$ cat config.mk
export PLATFORM = sky130hd
export DESIGN_NAME = smb_ctrl
export DESIGN_NICKNAME = d
export VERILOG_FILES = /design/src/smb_pkg.sv /design/src/smb_ctrl.sv
export SDC_FILE = /design/constraint.sdc
export NUM_CORES = 1
export LEC_CHECK = 0
export BUFFER_PORTS_ARGS = -buffer_cell sky130_fd_sc_hd__buf_2
export CELL_PAD_IN_SITES_DETAIL_PLACEMENT = 0
export CELL_PAD_IN_SITES_GLOBAL_PLACEMENT = 1
export CORE_AREA = 3 3 97 99
export DETAILED_ROUTE_END_ITERATION = 7
export DIE_AREA = 0 0 100 102
export PLACE_DENSITY = 0.76
export SYNTH_ARGS = -nofsm -noshare
export SYNTH_HDL_FRONTEND = slang
export SYNTH_SLANG_ARGS = --single-unit
export TNS_END_PERCENT = 100
$ cat constraint.sdc
create_clock -name i_clk -period 2.65 [get_ports i_clk]
set_clock_uncertainty 0.1 [all_clocks]
set_input_delay 0.1325 -clock i_clk [delete_from_list [all_inputs] [get_ports i_clk]]
set_output_delay 0.1325 -clock i_clk [all_outputs]
set_load 0.05 [all_outputs]
$ cat src/smb_pkg.sv
// Shared types and codes of the dual-stack core: request and response payloads,
// controller-to-datapath command and status groups, opcode and fault codes.
// No dependencies.
package smb_pkg;

    localparam logic [2:0] ACT_WRITE = 3'd0;
    localparam logic [2:0] ACT_READ  = 3'd1;
    localparam logic [2:0] ACT_PUSH  = 3'd2;
    localparam logic [2:0] ACT_POP   = 3'd3;
    localparam logic [2:0] ACT_START = 3'd4;
    localparam logic [2:0] ACT_STEP  = 3'd5;

    localparam logic [2:0] FLT_NONE   = 3'd0;
    localparam logic [2:0] FLT_OPCODE = 3'd1;
    localparam logic [2:0] FLT_DATA   = 3'd2;
    localparam logic [2:0] FLT_RET    = 3'd3;
    localparam logic [2:0] FLT_DIV    = 3'd4;
    localparam logic [2:0] FLT_ADDR   = 3'd5;
    localparam logic [2:0] FLT_DEVICE = 3'd6;

    localparam logic [1:0] IO_NONE   = 2'd0;
    localparam logic [1:0] IO_QUERY  = 2'd1;
    localparam logic [1:0] IO_INVOKE = 2'd2;

    localparam logic [7:0] OP_NOP    = 8'd0;
    localparam logic [7:0] OP_LIT    = 8'd1;
    localparam logic [7:0] OP_DUP    = 8'd2;
    localparam logic [7:0] OP_DROP   = 8'd3;
    localparam logic [7:0] OP_SWAP   = 8'd4;
    localparam logic [7:0] OP_TOR    = 8'd5;
    localparam logic [7:0] OP_FROMR  = 8'd6;
    localparam logic [7:0] OP_JUMP   = 8'd7;
    localparam logic [7:0] OP_CALL   = 8'd8;
    localparam logic [7:0] OP_CCALL  = 8'd9;
    localparam logic [7:0] OP_RET    = 8'd10;
    localparam logic [7:0] OP_EQ     = 8'd11;
    localparam logic [7:0] OP_NE     = 8'd12;
    localparam logic [7:0] OP_LT     = 8'd13;
    localparam logic [7:0] OP_GT     = 8'd14;
    localparam logic [7:0] OP_FETCH  = 8'd15;
    localparam logic [7:0] OP_STORE  = 8'd16;
    localparam logic [7:0] OP_ADD    = 8'd17;
    localparam logic [7:0] OP_SUB    = 8'd18;
    localparam logic [7:0] OP_MUL    = 8'd19;
    localparam logic [7:0] OP_DIVMOD = 8'd20;
    localparam logic [7:0] OP_AND    = 8'd21;
    localparam logic [7:0] OP_OR     = 8'd22;
    localparam logic [7:0] OP_XOR    = 8'd23;
    localparam logic [7:0] OP_SHIFT  = 8'd24;
    localparam logic [7:0] OP_ZRET   = 8'd25;
    localparam logic [7:0] OP_HALT   = 8'd26;
    localparam logic [7:0] OP_DEVCNT = 8'd27;
    localparam logic [7:0] OP_QUERY  = 8'd28;
    localparam logic [7:0] OP_INVOKE = 8'd29;
    localparam logic [7:0] OP_LAST   = OP_INVOKE;

    typedef struct packed {
        logic [2:0]         action;
        logic [15:0]        address;
        logic signed [31:0] value;
    } t_req;

    typedef struct packed {
        logic signed [31:0] result_value;
        logic [16:0]        instr_address;
        logic               halted;
        logic [2:0]         fault;
        logic [1:0]         io_request;
        logic [2:0]         io_device;
        logic [10:0]        data_depth;
    } t_rsp;

    typedef enum logic [1:0] {DSA_DP, DSA_DP1, DSA_DP2} t_ds_addr;
    typedef enum logic [3:0] {
        WD_HOST, WD_MEM, WD_DEVCNT, WD_R, WD_T, WD_N, WD_SPECIAL, WD_ALU, WD_QUO, WD_REM
    } t_ds_wd;
    typedef enum logic [1:0] {PTR_HOLD, PTR_INC, PTR_DEC, PTR_DEC2} t_ptr_op;
    typedef enum logic [2:0] {CUR_HOLD, CUR_IP, CUR_INC, CUR_T_M1, CUR_R} t_cur_op;
    typedef enum logic [1:0] {IP_HOLD, IP_HOST, IP_CUR, IP_CUR_P1} t_ip_op;
    typedef enum logic [1:0] {MRA_HOST, MRA_IP, MRA_CUR_P1, MRA_T} t_mem_ra;
    typedef enum logic [1:0] {RES_HOLD, RES_ZERO, RES_MEM, RES_DS} t_res_op;

    typedef struct packed {
        logic     ld_req;
        logic     ds_we;
        t_ds_addr ds_wa;
        t_ds_wd   ds_wd;
        t_ds_addr ds_ra;
        t_ptr_op  dp_op;
        logic     rs_we;
        logic     rs_wd_cur;
        t_ptr_op  rp_op;
        t_cur_op  cur_op;
        t_ip_op   ip_op;
        logic     mem_we;
        logic     mem_wa_host;
        t_mem_ra  mem_ra;
        logic     ld_t;
        logic     ld_n;
        logic     ld_r;
        logic     ld_word;
        logic     ld_alu;
        logic     ld_dev;
        logic     div_start;
        t_res_op  res_op;
        logic [1:0] slot;
    } t_dp_cmd;

    typedef struct packed {
        logic [7:0] op;
        logic       dp_lt1;
        logic       dp_lt2;
        logic       dp_full;
        logic       rp_zero;
        logic       rp_full;
        logic       t_zero;
        logic       n_zero;
        logic       t_mem_ok;
        logic       t_dev_ok;
        logic       t_special;
        logic       cur_p1_ge;
        logic       cur_p1_neg;
        logic       ip_ge;
        logic       ip_neg;
        logic       host_ok;
        logic       word_bad;
        logic       div_done;
    } t_dp_status;

endpackage

$ cat src/smb_ctrl.sv
// Controller: sequences host requests and the slots of an instruction word.
// Depends on smb_pkg; drives smb_datapath through t_dp_cmd.
module smb_ctrl (
    input  logic                i_clk,
    input  logic                i_rst_n,
    input  logic                i_start,
    input  smb_pkg::t_req       i_req,
    input  smb_pkg::t_dp_status i_status,
    output logic                o_busy,
    output smb_pkg::t_dp_cmd    o_cmd,
    output logic                o_valid,
    output logic                o_halted,
    output logic [2:0]          o_fault,
    output logic [1:0]          o_io_kind
);
    typedef enum logic [4:0] {
        S_IDLE, S_DISP, S_RDM, S_POPD, S_TOP, S_TOPQ, S_OUT,
        S_DEC, S_RD1, S_RD2, S_RD3, S_EXEC, S_LIT, S_FETW, S_SW2,
        S_DIVW, S_DIV1, S_DIV2, S_BIN, S_NEXT, S_ENDW
    } t_state;

    t_state     r_state, n_state;
    logic [2:0] r_act, n_act;
    logic       r_halted, n_halted;
    logic [2:0] r_fault, n_fault;
    logic [2:0] r_resume, n_resume;
    logic [1:0] r_slot, n_slot;
    logic [1:0] r_io, n_io;
    logic       do_halt;
    logic [2:0] halt_code;
    smb_pkg::t_dp_cmd cmd;

    always_comb begin
        cmd       = '0;
        cmd.ds_ra = smb_pkg::DSA_DP1;
        cmd.slot  = r_slot;
        n_state   = r_state;
        n_act     = r_act;
        n_halted  = r_halted;
        n_fault   = r_fault;
        n_resume  = r_resume;
        n_slot    = r_slot;
        n_io      = r_io;
        do_halt   = 1'b0;
        halt_code = smb_pkg::FLT_NONE;

        unique case (r_state)
            S_IDLE: begin
                if (i_start) begin
                    cmd.ld_req = 1'b1;
                    n_act      = i_req.action;
                    n_io       = smb_pkg::IO_NONE;
                    n_state    = S_DISP;
                end
            end
            S_DISP: begin
                n_state = S_TOP;
                case (r_act)
                    smb_pkg::ACT_WRITE: begin
                        cmd.mem_we      = i_status.host_ok;
                        cmd.mem_wa_host = 1'b1;
                    end
                    smb_pkg::ACT_READ: begin
                        cmd.mem_ra = smb_pkg::MRA_HOST;
                        n_state    = S_RDM;
                    end
                    smb_pkg::ACT_PUSH: begin
                        if (!i_status.dp_full) begin
                            cmd.ds_we = 1'b1;
                            cmd.ds_wa = smb_pkg::DSA_DP;
                            cmd.ds_wd = smb_pkg::WD_HOST;
                            cmd.dp_op = smb_pkg::PTR_INC;
                        end
                    end
                    smb_pkg::ACT_POP: begin
                        if (i_status.dp_lt1) begin
                            cmd.res_op = smb_pkg::RES_ZERO;
                            n_state    = S_OUT;
                        end else begin
                            cmd.dp_op = smb_pkg::PTR_DEC;
                            n_state   = S_POPD;
                        end
                    end
                    smb_pkg::ACT_START: begin
                        cmd.ip_op = smb_pkg::IP_HOST;
                        n_fault   = smb_pkg::FLT_NONE;
                        n_resume  = '0;
                        n_halted  = !i_status.host_ok;
                    end
                    smb_pkg::ACT_STEP: begin
                        if (!r_halted) begin
                            cmd.cur_op = smb_pkg::CUR_IP;
                            if (r_resume != '0) begin
                                // Resume a word that paused on a device request.
                                n_slot   = r_resume[1:0];
                                n_resume = '0;
                                n_state  = (r_resume == 3'd4) ? S_ENDW : S_RD1;
                            end else if (i_status.ip_ge) begin
                                do_halt = 1'b1;
                            end else if (i_status.ip_neg) begin
                                do_halt   = 1'b1;
                                halt_code = smb_pkg::FLT_ADDR;
                            end else begin
                                cmd.mem_ra = smb_pkg::MRA_IP;
                                n_state    = S_DEC;
                            end
                        end
                    end
                    default: ;
                endcase
            end
            S_RDM: begin
                cmd.res_op = i_status.host_ok ? smb_pkg::RES_MEM : smb_pkg::RES_ZERO;
                n_state    = S_OUT;
            end
            S_POPD: begin
                cmd.res_op = smb_pkg::RES_DS;
                n_state    = S_OUT;
            end
            S_TOP: n_state = S_TOPQ;
            S_TOPQ: begin
                cmd.res_op = i_status.dp_lt1 ? smb_pkg::RES_ZERO : smb_pkg::RES_DS;
                n_state    = S_OUT;
            end
            S_OUT: n_state = S_IDLE;
            S_DEC: begin
                if (i_status.word_bad) begin
                    do_halt   = 1'b1;
                    halt_code = smb_pkg::FLT_OPCODE;
                end else begin
                    cmd.ld_word = 1'b1;
                    n_slot      = 2'd0;
                    n_state     = S_RD1;
                end
            end
            S_RD1: n_state = S_RD2;
            S_RD2: begin
                cmd.ld_t  = 1'b1;
                cmd.ld_r  = 1'b1;
                cmd.ds_ra = smb_pkg::DSA_DP2;
                n_state   = S_RD3;
            end
            S_RD3: begin
                cmd.ld_n = 1'b1;
                n_state  = S_EXEC;
            end
            S_EXEC: begin
                n_state = S_NEXT;
                case (i_status.op)
                    smb_pkg::OP_NOP: ;
                    smb_pkg::OP_HALT: do_halt = 1'b1;
                    smb_pkg::OP_LIT: begin
                        if (i_status.dp_full) begin
                            do_halt = 1'b1; halt_code = smb_pkg::FLT_DATA;
                        end else if (i_status.cur_p1_ge || i_status.cur_p1_neg) begin
                            do_halt = 1'b1; halt_code = smb_pkg::FLT_ADDR;
                        end else begin
                            cmd.cur_op = smb_pkg::CUR_INC;
                            cmd.mem_ra = smb_pkg::MRA_CUR_P1;
                            n_state    = S_LIT;
                        end
                    end
                    smb_pkg::OP_DEVCNT: begin
                        if (i_status.dp_full) begin
                            do_halt = 1'b1; halt_code = smb_pkg::FLT_DATA;
                        end else begin
                            cmd.ds_we = 1'b1;
                            cmd.ds_wa = smb_pkg::DSA_DP;
                            cmd.ds_wd = smb_pkg::WD_DEVCNT;
                            cmd.dp_op = smb_pkg::PTR_INC;
                        end
                    end
                    smb_pkg::OP_FROMR: begin
                        if (i_status.rp_zero) begin
                            do_halt = 1'b1; halt_code = smb_pkg::FLT_RET;
                        end else if (i_status.dp_full) begin
                            do_halt = 1'b1; halt_code = smb_pkg::FLT_DATA;
                        end else begin
                            cmd.ds_we = 1'b1;
                            cmd.ds_wa = smb_pkg::DSA_DP;
                            cmd.ds_wd = smb_pkg::WD_R;
                            cmd.dp_op = smb_pkg::PTR_INC;
                            cmd.rp_op = smb_pkg::PTR_DEC;
                        end
                    end
                    smb_pkg::OP_RET: begin
                        // An empty return stack ends execution cleanly.
                        if (i_status.rp_zero) begin
                            do_halt = 1'b1;
                        end else begin
                            cmd.cur_op = smb_pkg::CUR_R;
                            cmd.rp_op  = smb_pkg::PTR_DEC;
                        end
                    end
                    default: begin
                        if (i_status.dp_lt1) begin
                            do_halt = 1'b1; halt_code = smb_pkg::FLT_DATA;
                        end else begin
                            case (i_status.op)
                                smb_pkg::OP_DUP: begin
                                    if (i_status.dp_full) begin
                                        do_halt = 1'b1; halt_code = smb_pkg::FLT_DATA;
                                    end else begin
                                        cmd.ds_we = 1'b1;
                                        cmd.ds_wa = smb_pkg::DSA_DP;
                                        cmd.ds_wd = smb_pkg::WD_T;
                                        cmd.dp_op = smb_pkg::PTR_INC;
                                    end
                                end
                                smb_pkg::OP_DROP: cmd.dp_op = smb_pkg::PTR_DEC;
                                smb_pkg::OP_TOR: begin
                                    if (i_status.rp_full) begin
                                        do_halt = 1'b1; halt_code = smb_pkg::FLT_RET;
                                    end else begin
                                        cmd.rs_we = 1'b1;
                                        cmd.rp_op = smb_pkg::PTR_INC;
                                        cmd.dp_op = smb_pkg::PTR_DEC;
                                    end
                                end
                                smb_pkg::OP_JUMP: begin
                                    cmd.cur_op = smb_pkg::CUR_T_M1;
                                    cmd.dp_op  = smb_pkg::PTR_DEC;
                                end
                                smb_pkg::OP_CALL: begin
                                    if (i_status.rp_full) begin
                                        do_halt = 1'b1; halt_code = smb_pkg::FLT_RET;
                                    end else begin
                                        cmd.rs_we     = 1'b1;
                                        cmd.rs_wd_cur = 1'b1;
                                        cmd.rp_op     = smb_pkg::PTR_INC;
                                        cmd.cur_op    = smb_pkg::CUR_T_M1;
                                        cmd.dp_op     = smb_pkg::PTR_DEC;
                                    end
                                end
                                smb_pkg::OP_FETCH: begin
                                    if (i_status.t_special) begin
                                        cmd.ds_we = 1'b1;
                                        cmd.ds_wa = smb_pkg::DSA_DP1;
                                        cmd.ds_wd = smb_pkg::WD_SPECIAL;
                                    end else if (!i_status.t_mem_ok) begin
                                        do_halt = 1'b1; halt_code = smb_pkg::FLT_ADDR;
                                    end else begin
                                        cmd.mem_ra = smb_pkg::MRA_T;
                                        n_state    = S_FETW;
                                    end
                                end
                                smb_pkg::OP_ZRET: begin
                                    if (i_status.t_zero) begin
                                        cmd.dp_op = smb_pkg::PTR_DEC;
                                        if (i_status.rp_zero) begin
                                            do_halt = 1'b1;
                                        end else begin
                                            cmd.cur_op = smb_pkg::CUR_R;
                                            cmd.rp_op  = smb_pkg::PTR_DEC;
                                        end
                                    end
                                end
                                smb_pkg::OP_QUERY, smb_pkg::OP_INVOKE: begin
                                    cmd.dp_op = smb_pkg::PTR_DEC;
                                    if (!i_status.t_dev_ok) begin
                                        do_halt = 1'b1; halt_code = smb_pkg::FLT_DEVICE;
                                    end else begin
                                        // Pause the word; the host serves the device.
                                        cmd.ld_dev = 1'b1;
                                        cmd.ip_op  = smb_pkg::IP_CUR;
                                        n_resume   = {1'b0, r_slot} + 3'd1;
                                        n_io       = (i_status.op == smb_pkg::OP_QUERY) ?
                                                     smb_pkg::IO_QUERY : smb_pkg::IO_INVOKE;
                                        n_state    = S_TOP;
                                    end
                                end
                                default: begin
                                    if (i_status.dp_lt2) begin
                                        do_halt = 1'b1; halt_code = smb_pkg::FLT_DATA;
                                    end else begin
                                        case (i_status.op)
                                            smb_pkg::OP_SWAP: begin
                                                cmd.ds_we = 1'b1;
                                                cmd.ds_wa = smb_pkg::DSA_DP1;
                                                cmd.ds_wd = smb_pkg::WD_N;
                                                n_state   = S_SW2;
                                            end
                                            smb_pkg::OP_CCALL: begin
                                                if (!i_status.n_zero && i_status.rp_full) begin
                                                    do_halt   = 1'b1;
                                                    halt_code = smb_pkg::FLT_RET;
                                                end else begin
                                                    cmd.dp_op = smb_pkg::PTR_DEC2;
                                                    if (!i_status.n_zero) begin
                                                        cmd.rs_we     = 1'b1;
                                                        cmd.rs_wd_cur = 1'b1;
                                                        cmd.rp_op     = smb_pkg::PTR_INC;
                                                        cmd.cur_op    = smb_pkg::CUR_T_M1;
                                                    end
                                                end
                                            end
                                            smb_pkg::OP_STORE: begin
                                                if (!i_status.t_mem_ok) begin
                                                    do_halt   = 1'b1;
                                                    halt_code = smb_pkg::FLT_ADDR;
                                                end else begin
                                                    cmd.mem_we = 1'b1;
                                                    cmd.dp_op  = smb_pkg::PTR_DEC2;
                                                end
                                            end
                                            smb_pkg::OP_DIVMOD: begin
                                                if (i_status.t_zero) begin
                                                    do_halt   = 1'b1;
                                                    halt_code = smb_pkg::FLT_DIV;
                                                end else begin
                                                    cmd.div_start = 1'b1;
                                                    n_state       = S_DIVW;
                                                end
                                            end
                                            default: begin
                                                cmd.ld_alu = 1'b1;
                                                n_state    = S_BIN;
                                            end
                                        endcase
                                    end
                                end
                            endcase
                        end
                    end
                endcase
            end
            S_LIT: begin
                cmd.ds_we = 1'b1;
                cmd.ds_wa = smb_pkg::DSA_DP;
                cmd.ds_wd = smb_pkg::WD_MEM;
                cmd.dp_op = smb_pkg::PTR_INC;
                n_state   = S_NEXT;
            end
            S_FETW: begin
                cmd.ds_we = 1'b1;
                cmd.ds_wa = smb_pkg::DSA_DP1;
                cmd.ds_wd = smb_pkg::WD_MEM;
                n_state   = S_NEXT;
            end
            S_SW2: begin
                cmd.ds_we = 1'b1;
                cmd.ds_wa = smb_pkg::DSA_DP2;
                cmd.ds_wd = smb_pkg::WD_T;
                n_state   = S_NEXT;
            end
            S_DIVW: begin
                if (i_status.div_done) n_state = S_DIV1;
            end
            S_DIV1: begin
                cmd.ds_we = 1'b1;
                cmd.ds_wa = smb_pkg::DSA_DP1;
                cmd.ds_wd = smb_pkg::WD_QUO;
                n_state   = S_DIV2;
            end
            S_DIV2: begin
                cmd.ds_we = 1'b1;
                cmd.ds_wa = smb_pkg::DSA_DP2;
                cmd.ds_wd = smb_pkg::WD_REM;
                n_state   = S_NEXT;
            end
            S_BIN: begin
                cmd.ds_we = 1'b1;
                cmd.ds_wa = smb_pkg::DSA_DP2;
                cmd.ds_wd = smb_pkg::WD_ALU;
                cmd.dp_op = smb_pkg::PTR_DEC;
                n_state   = S_NEXT;
            end
            S_NEXT: begin
                if (r_slot == 2'd3) begin
                    n_state = S_ENDW;
                end else begin
                    n_slot  = r_slot + 2'd1;
                    n_state = S_RD1;
                end
            end
            S_ENDW: begin
                if (i_status.cur_p1_ge) begin
                    do_halt = 1'b1;
                end else if (i_status.cur_p1_neg) begin
                    do_halt   = 1'b1;
                    halt_code = smb_pkg::FLT_ADDR;
                end else begin
                    cmd.ip_op = smb_pkg::IP_CUR_P1;
                    n_state   = S_TOP;
                end
            end
            default: n_state = S_IDLE;
        endcase

        if (do_halt) begin
            n_halted = 1'b1;
            n_resume = '0;
            if (halt_code != smb_pkg::FLT_NONE) n_fault = halt_code;
            n_state = S_TOP;
        end
    end

    always_ff @(posedge i_clk) begin
        if (!i_rst_n) begin
            r_state  <= S_IDLE;
            r_act    <= smb_pkg::ACT_WRITE;
            r_halted <= 1'b0;
            r_fault  <= smb_pkg::FLT_NONE;
            r_resume <= '0;
            r_slot   <= '0;
            r_io     <= smb_pkg::IO_NONE;
        end else begin
            r_state  <= n_state;
            r_act    <= n_act;
            r_halted <= n_halted;
            r_fault  <= n_fault;
            r_resume <= n_resume;
            r_slot   <= n_slot;
            r_io     <= n_io;
        end
    end

    assign o_cmd     = cmd;
    assign o_busy    = (r_state != S_IDLE);
    assign o_valid   = (r_state == S_OUT);
    assign o_halted  = r_halted;
    assign o_fault   = r_fault;
    assign o_io_kind = r_io;
endmodule

==> flow_summary_export.csv, run 1 <==
group,metric,value,unit
status,outcome,"finished clean",
finish,drive_above_1_share,0.2807,
sta,whs,0.004671,ns
clocking,clkSinkCount,19,
place,dpl.hpwl,8814,um
drt,vias,3556,
sta,setup_violations,0,
sta,slew_viol_final,0,
place,dp.cells,591,
clocking,clock_latency,0.27,ns
drt,ant_nets,0,
logic_synthesis,yosys_warnings,0,
sta,post-route-period-util,0.9516,
drt,wirelength,10740,um
sta,hold_viol_final,0,
clocking,htree_num_levels,1,
logic_synthesis,ys_seq_area_frac,0.1400,
clocking,numCtsBuffers,3,
logic_synthesis,synth_cells,404,
worst_setup_path,crit_required,2.42,ns
logic_synthesis,ys.flop_type,"dfxtp_1",
drt,drt_iter0_markers,377,
worst_setup_path,critPathLaunchType,"input pin",
sta,rsz0062_at_grt,"false",
clocking,post-cts-setup-buffers,0,
global_routing,grt_overflow_total,0,
finish,stdcell_area,0.003451,mm2
place,io_buffers,74,
clocking,path_clk_slew,0.07,ns
logic_synthesis,ys_ff_latch,19,
global_routing,grt_use_total,0.2073,
pwr,power_leakage,0.001399,uW
logic_synthesis,synth_most_common_cell,"nor2_1",
finish,fin_cells,596,
finish,nets,569,
pwr,max-vdd-ir-drop,0.3180,mV
worst_setup_path,crit_arrival,2.29,ns
sta,clock.fmax,0.3965,GHz
min_path,hp-class,"input pin to register",
logic_synthesis,synth_area_leaders,"dfxtp_1 (14%), nor2_1 (6.5%), o21ai_0 (6.1%)",
floorplan,rows,34,
drt,firstDrtPassIters,5,
global_routing,grt_pass1_wl,17190,um
finish,n_antenna_cell,0,
logic_synthesis,syn_area,0.002716,mm2
floorplan,die_x,100,um
finish,areaGrowthSynthToFinish,27.04,%
pwr,power.total,1723,uW
floorplan,core_area,0.008636,mm2
drt,drc,0,
global_routing,antenna_found_initial,0,
worst_setup_path,endpoint_kind,"primary output",
logic_synthesis,synth.avg_cell_area,6.724,um2
pwr,powerDensity,499.3,mW/mm2
drt,wl_per_cell,18.02,um
place,gp_congestion,0.9107,
worst_setup_path,crit_fanout,6,
sta,worst_pin_slew,0.6979,ns
drt,vias_per_cell,5.966,
floorplan,die_h,102,um
logic_synthesis,syn-num-nets,484,
finish,fin_util,0.3996,
job,drv_cap,0,
sta,slew_headroom,0.5282,
global_routing,first_global_vias,3292,
clocking,cts_root_buf,"clkbuf_8",
clocking,cts_tree,"built",
sta,min_period,2.522,ns
floorplan,io_pins,123,
logic_synthesis,synthTopCellsByCount,"nor2_1 (47), nand2_1 (41), o21ai_0 (33)",
clocking,clk_path_buf_depth,2,
logic_synthesis,post-synth-top-area-cell,"dfxtp_1",
logic_synthesis,synth.distinct_cells,71,
logic_synthesis,synth_edf_count,0,
place,dpl_cell_area,0.003369,mm2
floorplan,start_util,0.3145,
floorplan,die-area,0.01020,mm2
logic_synthesis,synth_top_area_share,0.1400,
worst_setup_path,worstSetupPathType,"input pin to primary output",
logic_synthesis,async_flop_share,0,
global_routing,grt_max_degree,20,
==> timing repair <==
item,in CTS,in global routing
hold buffers,1,0
endpoints found under the setup margin,0,11
resized for setup,0,10
hold endpoints to repair,1,0
==> state kept, by name (all words and copies together), names as in the netlist <==
register	cells
r_state	5
o_fault	3
r_act	3
r_resume	3
o_io_kind	2
r_slot	2
o_halted	1
==> logic make-up (layout without fill, tap and decap cells) <==
logic type / after synthesis / in the layout / synth area share
and+or+nand+nor: 217 / 217 / 0.4440
DFF: 19 / 19 / 0.1400
adders and majority gates: 1 / 1 / 0.004605
AOI/OAI and AO/OA: 124 / 124 / 0.3317
buffers and inverters: 37 / 121 / 0.05849
muxes: 4 / 4 / 0.01474
xor gates and xnor gates: 2 / 2 / 0.006450
==> final cells by class <==
cell class / count / area [um2]
clock buffer: 3 / 41.29
clock inverter: 1 / 5.005
fill: 952 / 5185
inverter: 10 / 37.54
multi-input combinational: 348 / 2221
sequential: 19 / 382.9
tap: 108 / 135.1
timing repair buffer: 107 / 628.1
==> worst paths after layout <==
kind	start	end	slack [ns]	cells past startpoint
max reg2reg	r_state[3]	o_fault[1]	0.38	7
min reg2reg	o_io_kind[0]	o_io_kind[0]	0.39	2
max	i_status[22]	o_cmd[16]	0.13	8
min	i_req[50]	r_act[2]	0.005	3
==> through the flow <==
| stage | setup TNS [ns] | setup slack [ns] |
|---|---|---|
| 2_1_floorplan | -0.8087 | -0.3357 |
| 6_report | 0 | 0.1282 |
| 3_5_place_dp | 0 | 0.1089 |
| 3_3_place_gp | 0 | 0.1207 |
| 5_1_grt | 0 | 0.002470 |
| 4_1_cts | 0 | 0.03060 |
==> power breakdown <==
group | total (uW) | switching (uW) | internal [uW]
Sequential | 417 | 93.0 | 324
Combinational | 1100 | 722 | 374
Clock | 210 | 105 | 105
Total | 1720 | 920 | 803
==> layer usage <==
layer  vias up  global-route usage  wire [um]
li1       1705                   -          -
met1      1676              0.3155       5080
met2       166              0.3232       4712
met3         9             0.02253        861
met4         0             0.02591         85
met5         -                   0          0
==> critical path, cell delays in order <==
cell and delay, ns:
buf_2 0.14, or4b_1 0.63, buf_4 0.19, nor3_1 0.39, buf_4 0.23, and3_1 0.20
nand2b_2 0.12, buf_2 0.26
==> cells in the final DEF, fill, tap and decap left out, drive strengths merged, types with 7 or more instances in the layout <==
cell type / instances
nor2: 47
or3: 11
dfxtp: 19
nand2: 41
o21ai: 33
buf: 105
nand4: 8
nor2b: 10
a31oi: 10
a21oi: 18
nor3: 23
o31ai: 7
inv: 9
nand2b: 15
a211oi: 8
nand3: 12
No activity file was read; power rests on OpenSTA's default activity.
==> run 2, diff against run 1 <==
--- a/config.mk
+++ b/config.mk
@@ -11,6 +11,7 @@
 export CORE_AREA = 3 3 97 99
 export DETAILED_ROUTE_END_ITERATION = 7
 export DIE_AREA = 0 0 100 102
+export MAX_ROUTING_LAYER = met4
 export PLACE_DENSITY = 0.76
 export SYNTH_ARGS = -nofsm -noshare
 export SYNTH_HDL_FRONTEND = slang
==> run 2 against run 1 <==
Worst setup slack gained 0.027 ns. Critical path depth shrank 1. Clock power is essentially flat. Final cell count shrank 0.67%. Sequential power is essentially flat. Wire length grew 1.3%. Register-to-register slack lost 0.02 ns. First-iteration DRC count shrank 4.0%. Sequential share of layout area grew 0.097 points. Via count shrank 0.31%. Total power shrank 0.54%. Global-route usage grew 0.75 points. Largest cell class unchanged. Highest routed layer unchanged.
==> flow_summary_export.csv, run 2 (same netlist as run 1, synthesis figures left out) <==
group,metric,value,unit
status,outcome,"finished clean",
floorplan,die-area,0.01020,mm2
job,drv_cap,0,
finish,final_cell_mix,"buf_2 (72), nor2_1 (47), nand2_1 (41)",
clocking,ctsResizeCount,0,
floorplan,start_util,0.3145,
min_path,hp-start,"i_req[49]",
finish,largest-register,"r_state",
worst_setup_path,r2r_start,"r_state[3]",
sta,setup_violations,0,
worst_setup_path,crit_family,"simple AND/OR/NAND/NOR gates",
clocking,post-cts-setup-buffers,0,
pwr,max-vdd-ir-drop,0.3158,mV
global_routing,antenna_found_initial,0,
floorplan,rows,34,
place,gp_congestion,0.9238,
finish,final-seq-area,382.9,um2
finish,areaGrowthSynthToFinish,25.93,%
finish,largest_reg_flops,5,
sta,hold_viol_final,0,
global_routing,grt_pass1_wl,17230,um
clocking,clk_path_buf_depth,2,
drt,ant_nets,0,
drt,vias_per_cell,5.988,
finish,nets,565,
floorplan,core_area,0.008636,mm2
clocking,numCtsBuffers,3,
clocking,clock_latency,0.26,ns
sta,slew_headroom,0.5650,
clocking,hold_buffers,0,
sta,worst_pin_slew,0.6481,ns
floorplan,io_pins,123,
min_path,hp-class,"input pin to register",
finish,layout_commonest_cell,"buf_2",
clocking,htree_num_levels,1,
finish,drive_above_1_share,0.2769,
sta,post-route-period-util,0.9413,
drt,firstDrtPassIters,5,
sta,clock.fmax,0.4009,GHz
worst_setup_path,endpoint_kind,"primary output",
global_routing,grt_max_degree,20,
worst_setup_path,crit_required,2.42,ns
worst_setup_path,path_buf_inv,1,
sta,setup_tns,0,ns
finish,n_antenna_cell,0,
finish,fin_cells,592,
global_routing,grt_overflow_total,0,
global_routing,first_global_vias,3280,
global_routing,grt_use_total,0.2148,
clocking,path_clk_slew,0.07,ns
sta,finalWorstSetupSlack,0.1554,ns
worst_setup_path,worstPathCellList,"or3b_2 -> nor2_1 -> o211ai_1 -> a21o_1 -> a21o_1 -> nand2_1 -> buf_2",
drt,vias,3545,
worst_setup_path,crit_arrival,2.26,ns
worst_setup_path,crit_top_cell,"a21o_1",
floorplan,die_h,102,um
place,dp.cells,588,
clocking,cts_tree,"built",
pwr,power_leakage,0.001379,uW
worst_setup_path,worstSetupPathType,"register to primary output",
finish,fill_cells,946,
place,place_ws,0.1082,ns
worst_setup_path,crit_fanout,4,
drt,wirelength,10880,um
pwr,power.total,1714,uW
sta,min_period,2.495,ns
worst_setup_path,setup.worst_path.start,"r_state[3]",
worst_setup_path,critPathMaxStageDelay,0.48,ns
place,io_buffers,74,
sta,slew_viol_final,0,
floorplan,die_x,100,um
place,dpl.hpwl,8840,um
drt,wl_per_cell,18.38,um
drt,drc,0,
worst_setup_path,cp_slowest_cell,"or3b_2",
drt,drt_iter0_markers,362,
clocking,cts_root_buf,"clkbuf_8",
pwr,powerDensity,501.0,mW/mm2
worst_setup_path,critPathLaunchType,"register",
clocking,clkSinkCount,19,
finish,multiInputGateArea,0.002227,mm2
## run 2: cell count changes in the layout (fill, tap and decap cells not counted), sizes merged
| cell | delta |
|---|---|
| clkinv | -1 |
| dlygate4sd3 | -1 |
| buf | -2 |
## run 2: cell type report
type | count | area share
sequential | 19 | 0.1119
timing repair buffer | 103 | 0.1734
multi-input combinational | 348 | 0.6511
tap | 108 | 0.03950
inverter | 10 | 0.01097
clock buffer | 4 | 0.01317
## run 2: per-layer routing
layer / routed length, um / track usage
met3: 982 / 0.03549
met5: 0 / -
met2: 4740 / 0.3248
met1: 5024 / 0.3095
met4: 131 / 0.02591
## run 2: path summary, 6_finish.rpt
check / end / slack (ns) / cells after the start
worst max-delay path: o_cmd[18] / 0.16 / 7
worst max register to register: o_fault[1] / 0.36 / 7
worst min-delay path: r_act[1] / 0.005 / 3
worst min register to register: o_io_kind[0] / 0.37 / 2
## run 2: through the flow
| stage | utilization | area, um2 | hold slack, ns |
|---|---|---|---|
| after CTS | 0.3928 | 3392 | 0.005737 |
| after global routing | 0.3961 | 3421 | 0.01704 |
| after global placement | 0.3876 | 3347 | 0.2645 |
| after floorplan | - | 2745 | 0.1546 |
| final | 0.3961 | 3421 | 0.004822 |
| after detailed placement | 0.3876 | 3347 | 0.2766 |
## run 2: worst min-delay path: cells and delay by family
kind	cells	cell delay [ns]
buffers and inverters	1	0.07
AND/OR/NAND/NOR	1	0.07
multiplexers	1	0.05
## run 2: power by group
group	leakage, uW	internal (uW)	total, uW	switching (uW)
combinational	0.00120	371	1090	720
clock	0.0000228	107	208	101
sequential	0.000155	324	415	90.8
==> run 3, diff against run 2 <==
--- a/config.mk
+++ b/config.mk
@@ -5,14 +5,15 @@
 export SDC_FILE = /design/constraint.sdc
 export NUM_CORES = 1
 export LEC_CHECK = 0
+export ABC_AREA = 1
 export BUFFER_PORTS_ARGS = -buffer_cell sky130_fd_sc_hd__buf_2
 export CELL_PAD_IN_SITES_DETAIL_PLACEMENT = 0
 export CELL_PAD_IN_SITES_GLOBAL_PLACEMENT = 1
-export CORE_AREA = 3 3 97 99
+export CORE_AREA = 3 3 99 101
 export DETAILED_ROUTE_END_ITERATION = 7
-export DIE_AREA = 0 0 100 102
+export DIE_AREA = 0 0 102 104
 export MAX_ROUTING_LAYER = met4
-export PLACE_DENSITY = 0.76
+export PLACE_DENSITY = 0.77
 export SYNTH_ARGS = -nofsm -noshare
 export SYNTH_HDL_FRONTEND = slang
 export SYNTH_SLANG_ARGS = --single-unit
==> run 3 against run 2 <==
Clock power is essentially flat. Final cell count grew 19%. Non-clock buffer count shrank 25. Global-route usage shrank 2.2 points. Hold slack gained 0.046 ns. Total power shrank 9.3%. Critical path type unchanged. Largest power group unchanged.
==> flow_summary_export.csv, run 3 <==
group,metric,value,unit
min_path,hold-path-endpoint,"r_act[1]",
place,dpl_cell_area,0.003208,mm2
global_routing,grt_pass1_wl,16300,um
sta,rsz0062_at_grt,"false",
finish,final-seq-area,380.4,um2
worst_setup_path,cp_slowest_cell,"dfxtp_1",
logic_synthesis,synth.avg_cell_area,5.255,um2
worst_setup_path,r2r_start,"r_state[4]",
logic_synthesis,synth_area_leaders,"nand2_1 (20%), dfxtp_1 (14%), nor2_1 (14%)",
place,dpl.hpwl,8543,um
place,io_buffers,74,
drt,firstDrtPassIters,5,
floorplan,die-area,0.01061,mm2
floorplan,start_util,0.2971,
pwr,powerDensity,474.0,mW/mm2
status,outcome,"finished clean",
sta,slew_headroom,0.6782,
logic_synthesis,synth.distinct_cells,41,
sta,clock.fmax,0.3950,GHz
logic_synthesis,ys_ff_latch,19,
worst_setup_path,worstPathCellList,"nand2_1 -> inv_2 -> nand2_1 -> inv_2 -> nand2_2 -> nor2_1 -> nand3_2 -> a311o_1 -> o21ai_1 -> buf_2",
pwr,power_frac_clock,0.134,
logic_synthesis,ys_seq_area_frac,0.1405,
pwr,intPower,689.3,uW
finish,drive_above_1_share,0.2260,
logic_synthesis,synth_edf_count,0,
worst_setup_path,reg2reg_to,"r_slot[1]",
finish,stdcell_area,0.003279,mm2
worst_setup_path,endpoint_kind,"primary output",
min_path,hp-class,"input pin to register",
clocking,numCtsBuffers,3,
logic_synthesis,synth_top_area_share,0.1983,
logic_synthesis,synth-xor-area-share,0,
drt,ant_nets,0,
floorplan,die_x,102,um
sta,hold_viol_final,0,
worst_setup_path,reg2reg_depth,10,
worst_setup_path,critPathMaxStageDelay,0.43,ns
finish,fill_cells,1091,
clocking,clock_latency,0.26,ns
sta,post-route-period-util,0.9554,
pwr,max-vdd-ir-drop,0.5421,mV
logic_synthesis,ys.flop_type,"dfxtp_1",
logic_synthesis,post-synth-top-area-cell,"nand2_1",
finish,n_antenna_cell,0,
logic_synthesis,synth_cells,515,
logic_synthesis,synth_compound_area_frac,0.1526,
global_routing,grt_use_total,0.1930,
pwr,power_leakage,0.001797,uW
finish,areaGrowthSynthToFinish,21.17,%
finish,final_cell_mix,"nand2_1 (143), nor2_1 (99), buf_2 (72)",
finish,largest_reg_flops,5,
finish,multiInputGateArea,0.002003,mm2
logic_synthesis,syn-num-nets,595,
place,gp_congestion,0.9420,
drt,drc,0,
logic_synthesis,synth_most_common_cell,"nand2_1",
clocking,cts_root_buf,"clkbuf_8",
finish,layout_commonest_cell,"nand2_1",
logic_synthesis,synthTopCellsByCount,"nand2_1 (143), nor2_1 (100), inv_1 (68)",
worst_setup_path,crit_required,2.42,ns
worst_setup_path,worstSetupPathType,"register to primary output",
logic_synthesis,synth_top_family_by_area,"simple AND/OR/NAND/NOR gates",
clocking,clk_path_buf_depth,2,
global_routing,grt_max_degree,19,
floorplan,core_area,0.009109,mm2
floorplan,rows,35,
sta,setup_tns,0,ns
pwr,switching_share,0.5565,
worst_setup_path,reg2reg_setup_slack,0.40,ns
global_routing,grt_overflow_total,0,
sta,setup_violations,0,
drt,vias,3553,
finish,largest-register,"r_state",
logic_synthesis,syn_area,0.002706,mm2
drt,vias_per_cell,5.047,
worst_setup_path,critPathLaunchType,"register",
drt,wirelength,10090,um
logic_synthesis,muxShareOfSynthArea,0,
pwr,power.switching,865.0,uW
clocking,cts_tree,"built",
job,drv_cap,0,
clocking,htree_num_levels,1,
logic_synthesis,synth_simple_gate_area_frac,0.5802,
sta,min_period,2.532,ns
logic_synthesis,yosys_warnings,0,
floorplan,io_pins,123,
sta,slew_viol_final,0,
drt,drt_iter0_markers,239,
logic_synthesis,async_flop_share,0,
finish,nets,674,
global_routing,first_global_vias,3430,
drt,wl_per_cell,14.33,um
logic_synthesis,synth_fa_ha_area_frac,0.004623,
clocking,hold_buffers,0,
clocking,clkSinkCount,19,
clocking,path_clk_slew,0.07,ns
floorplan,die_h,104,um
pwr,power_frac_seq,0.256,
sta,worst_pin_slew,0.4791,ns
global_routing,antenna_found_initial,0,
worst_setup_path,crit_arrival,2.30,ns
min_path,hp-start,"i_req[49]",
worst_setup_path,crit_fanout,6,
min_path,whs_path_depth,3,
pwr,pwr-share-comb,0.610,
## run 3: changes by cell type in the layout (fill, tap and decap cells not counted), moves of 15 or more
cell / previous run / this run
nand2_1: 41 / 143
inv_1: 9 / 67
nor2_1: 47 / 99
nand3_1: 11 / 42
buf_4: 31 / 6
o21ai_0: 28 / 13
## run 3: routing by layer
metal / vias up / part of all wire / track usage
met4: 0 / 0.018 / 0.03936
met3: 16 / 0.062 / 0.02683
met1: 1600 / 0.45 / 0.2584
li1: 1812 / - / -
met5: - / 0 / -
met2: 125 / 0.47 / 0.3092
## run 3: cells by family after synthesis
family | count (synthesis)
buffers and inverters | 84
AOI/OAI and AO/OA | 65
DFF | 19
and+or+nand+nor | 346
adders and majority gates | 1
## run 3: critical path: cells and delay by family (launching register included)
family | cells | cell delay [ns]
compound gates | 2 | 0.54
simple gates | 5 | 0.61
flops | 1 | 0.43
buf+inv | 3 | 0.46
## run 3: area by class of cell
class,instances,share of cell area
Sequential cell,19,0.1160
Inverter,80,0.09348
Tap cell,111,0.04235
Multi-Input combinational cell,412,0.6108
Timing Repair Buffer,78,0.1236
Clock buffer,4,0.01374
## run 3: power groups by stage
stage | registers, uW | clock network [uW] | logic, uW
after floorplan | 440 | 0 | 643
after global placement | 404 | 0 | 932
after detailed placement | 404 | 0 | 936
after CTS | 397 | 212 | 940
after global routing | 405 | 226 | 1050
final | 397 | 209 | 948
## run 3: metrics by stage
step	hold WS, ns	total power, uW	utilization	worst slack, ns	instances
final	0.05118	1554	0.3600	0.1182	704
after CTS	0.05270	1550	0.3571	0.03583	702
after global routing	0.09974	1680	0.3600	0.003640	704
after detailed placement	0.3250	1340	0.3522	0.3114	698
after floorplan	0.1301	1083	-	0.08672	515
after global placement	0.3141	1336	0.3522	0.3243	698
## run 3: what timing repair did
action | CTS | global route
setup buffers | 0 | 2
endpoints found under the setup margin | 0 | 8
resized for setup | 0 | 6
## run 3: how the worst max path moves through the flow
stage                endpoint  slack, ns  cells past startpoint          from
CTS                 o_cmd[18]       0.04                     10    r_state[0]
finish              o_cmd[18]       0.12                     10    r_state[0]
floorplan            o_cmd[6]       0.09                     10    r_state[0]
global placement    o_cmd[18]       0.32                     12  i_status[23]
detailed placement  o_cmd[18]       0.31                     12  i_status[24]
global route        o_cmd[28]      0.004                     11    r_state[0]
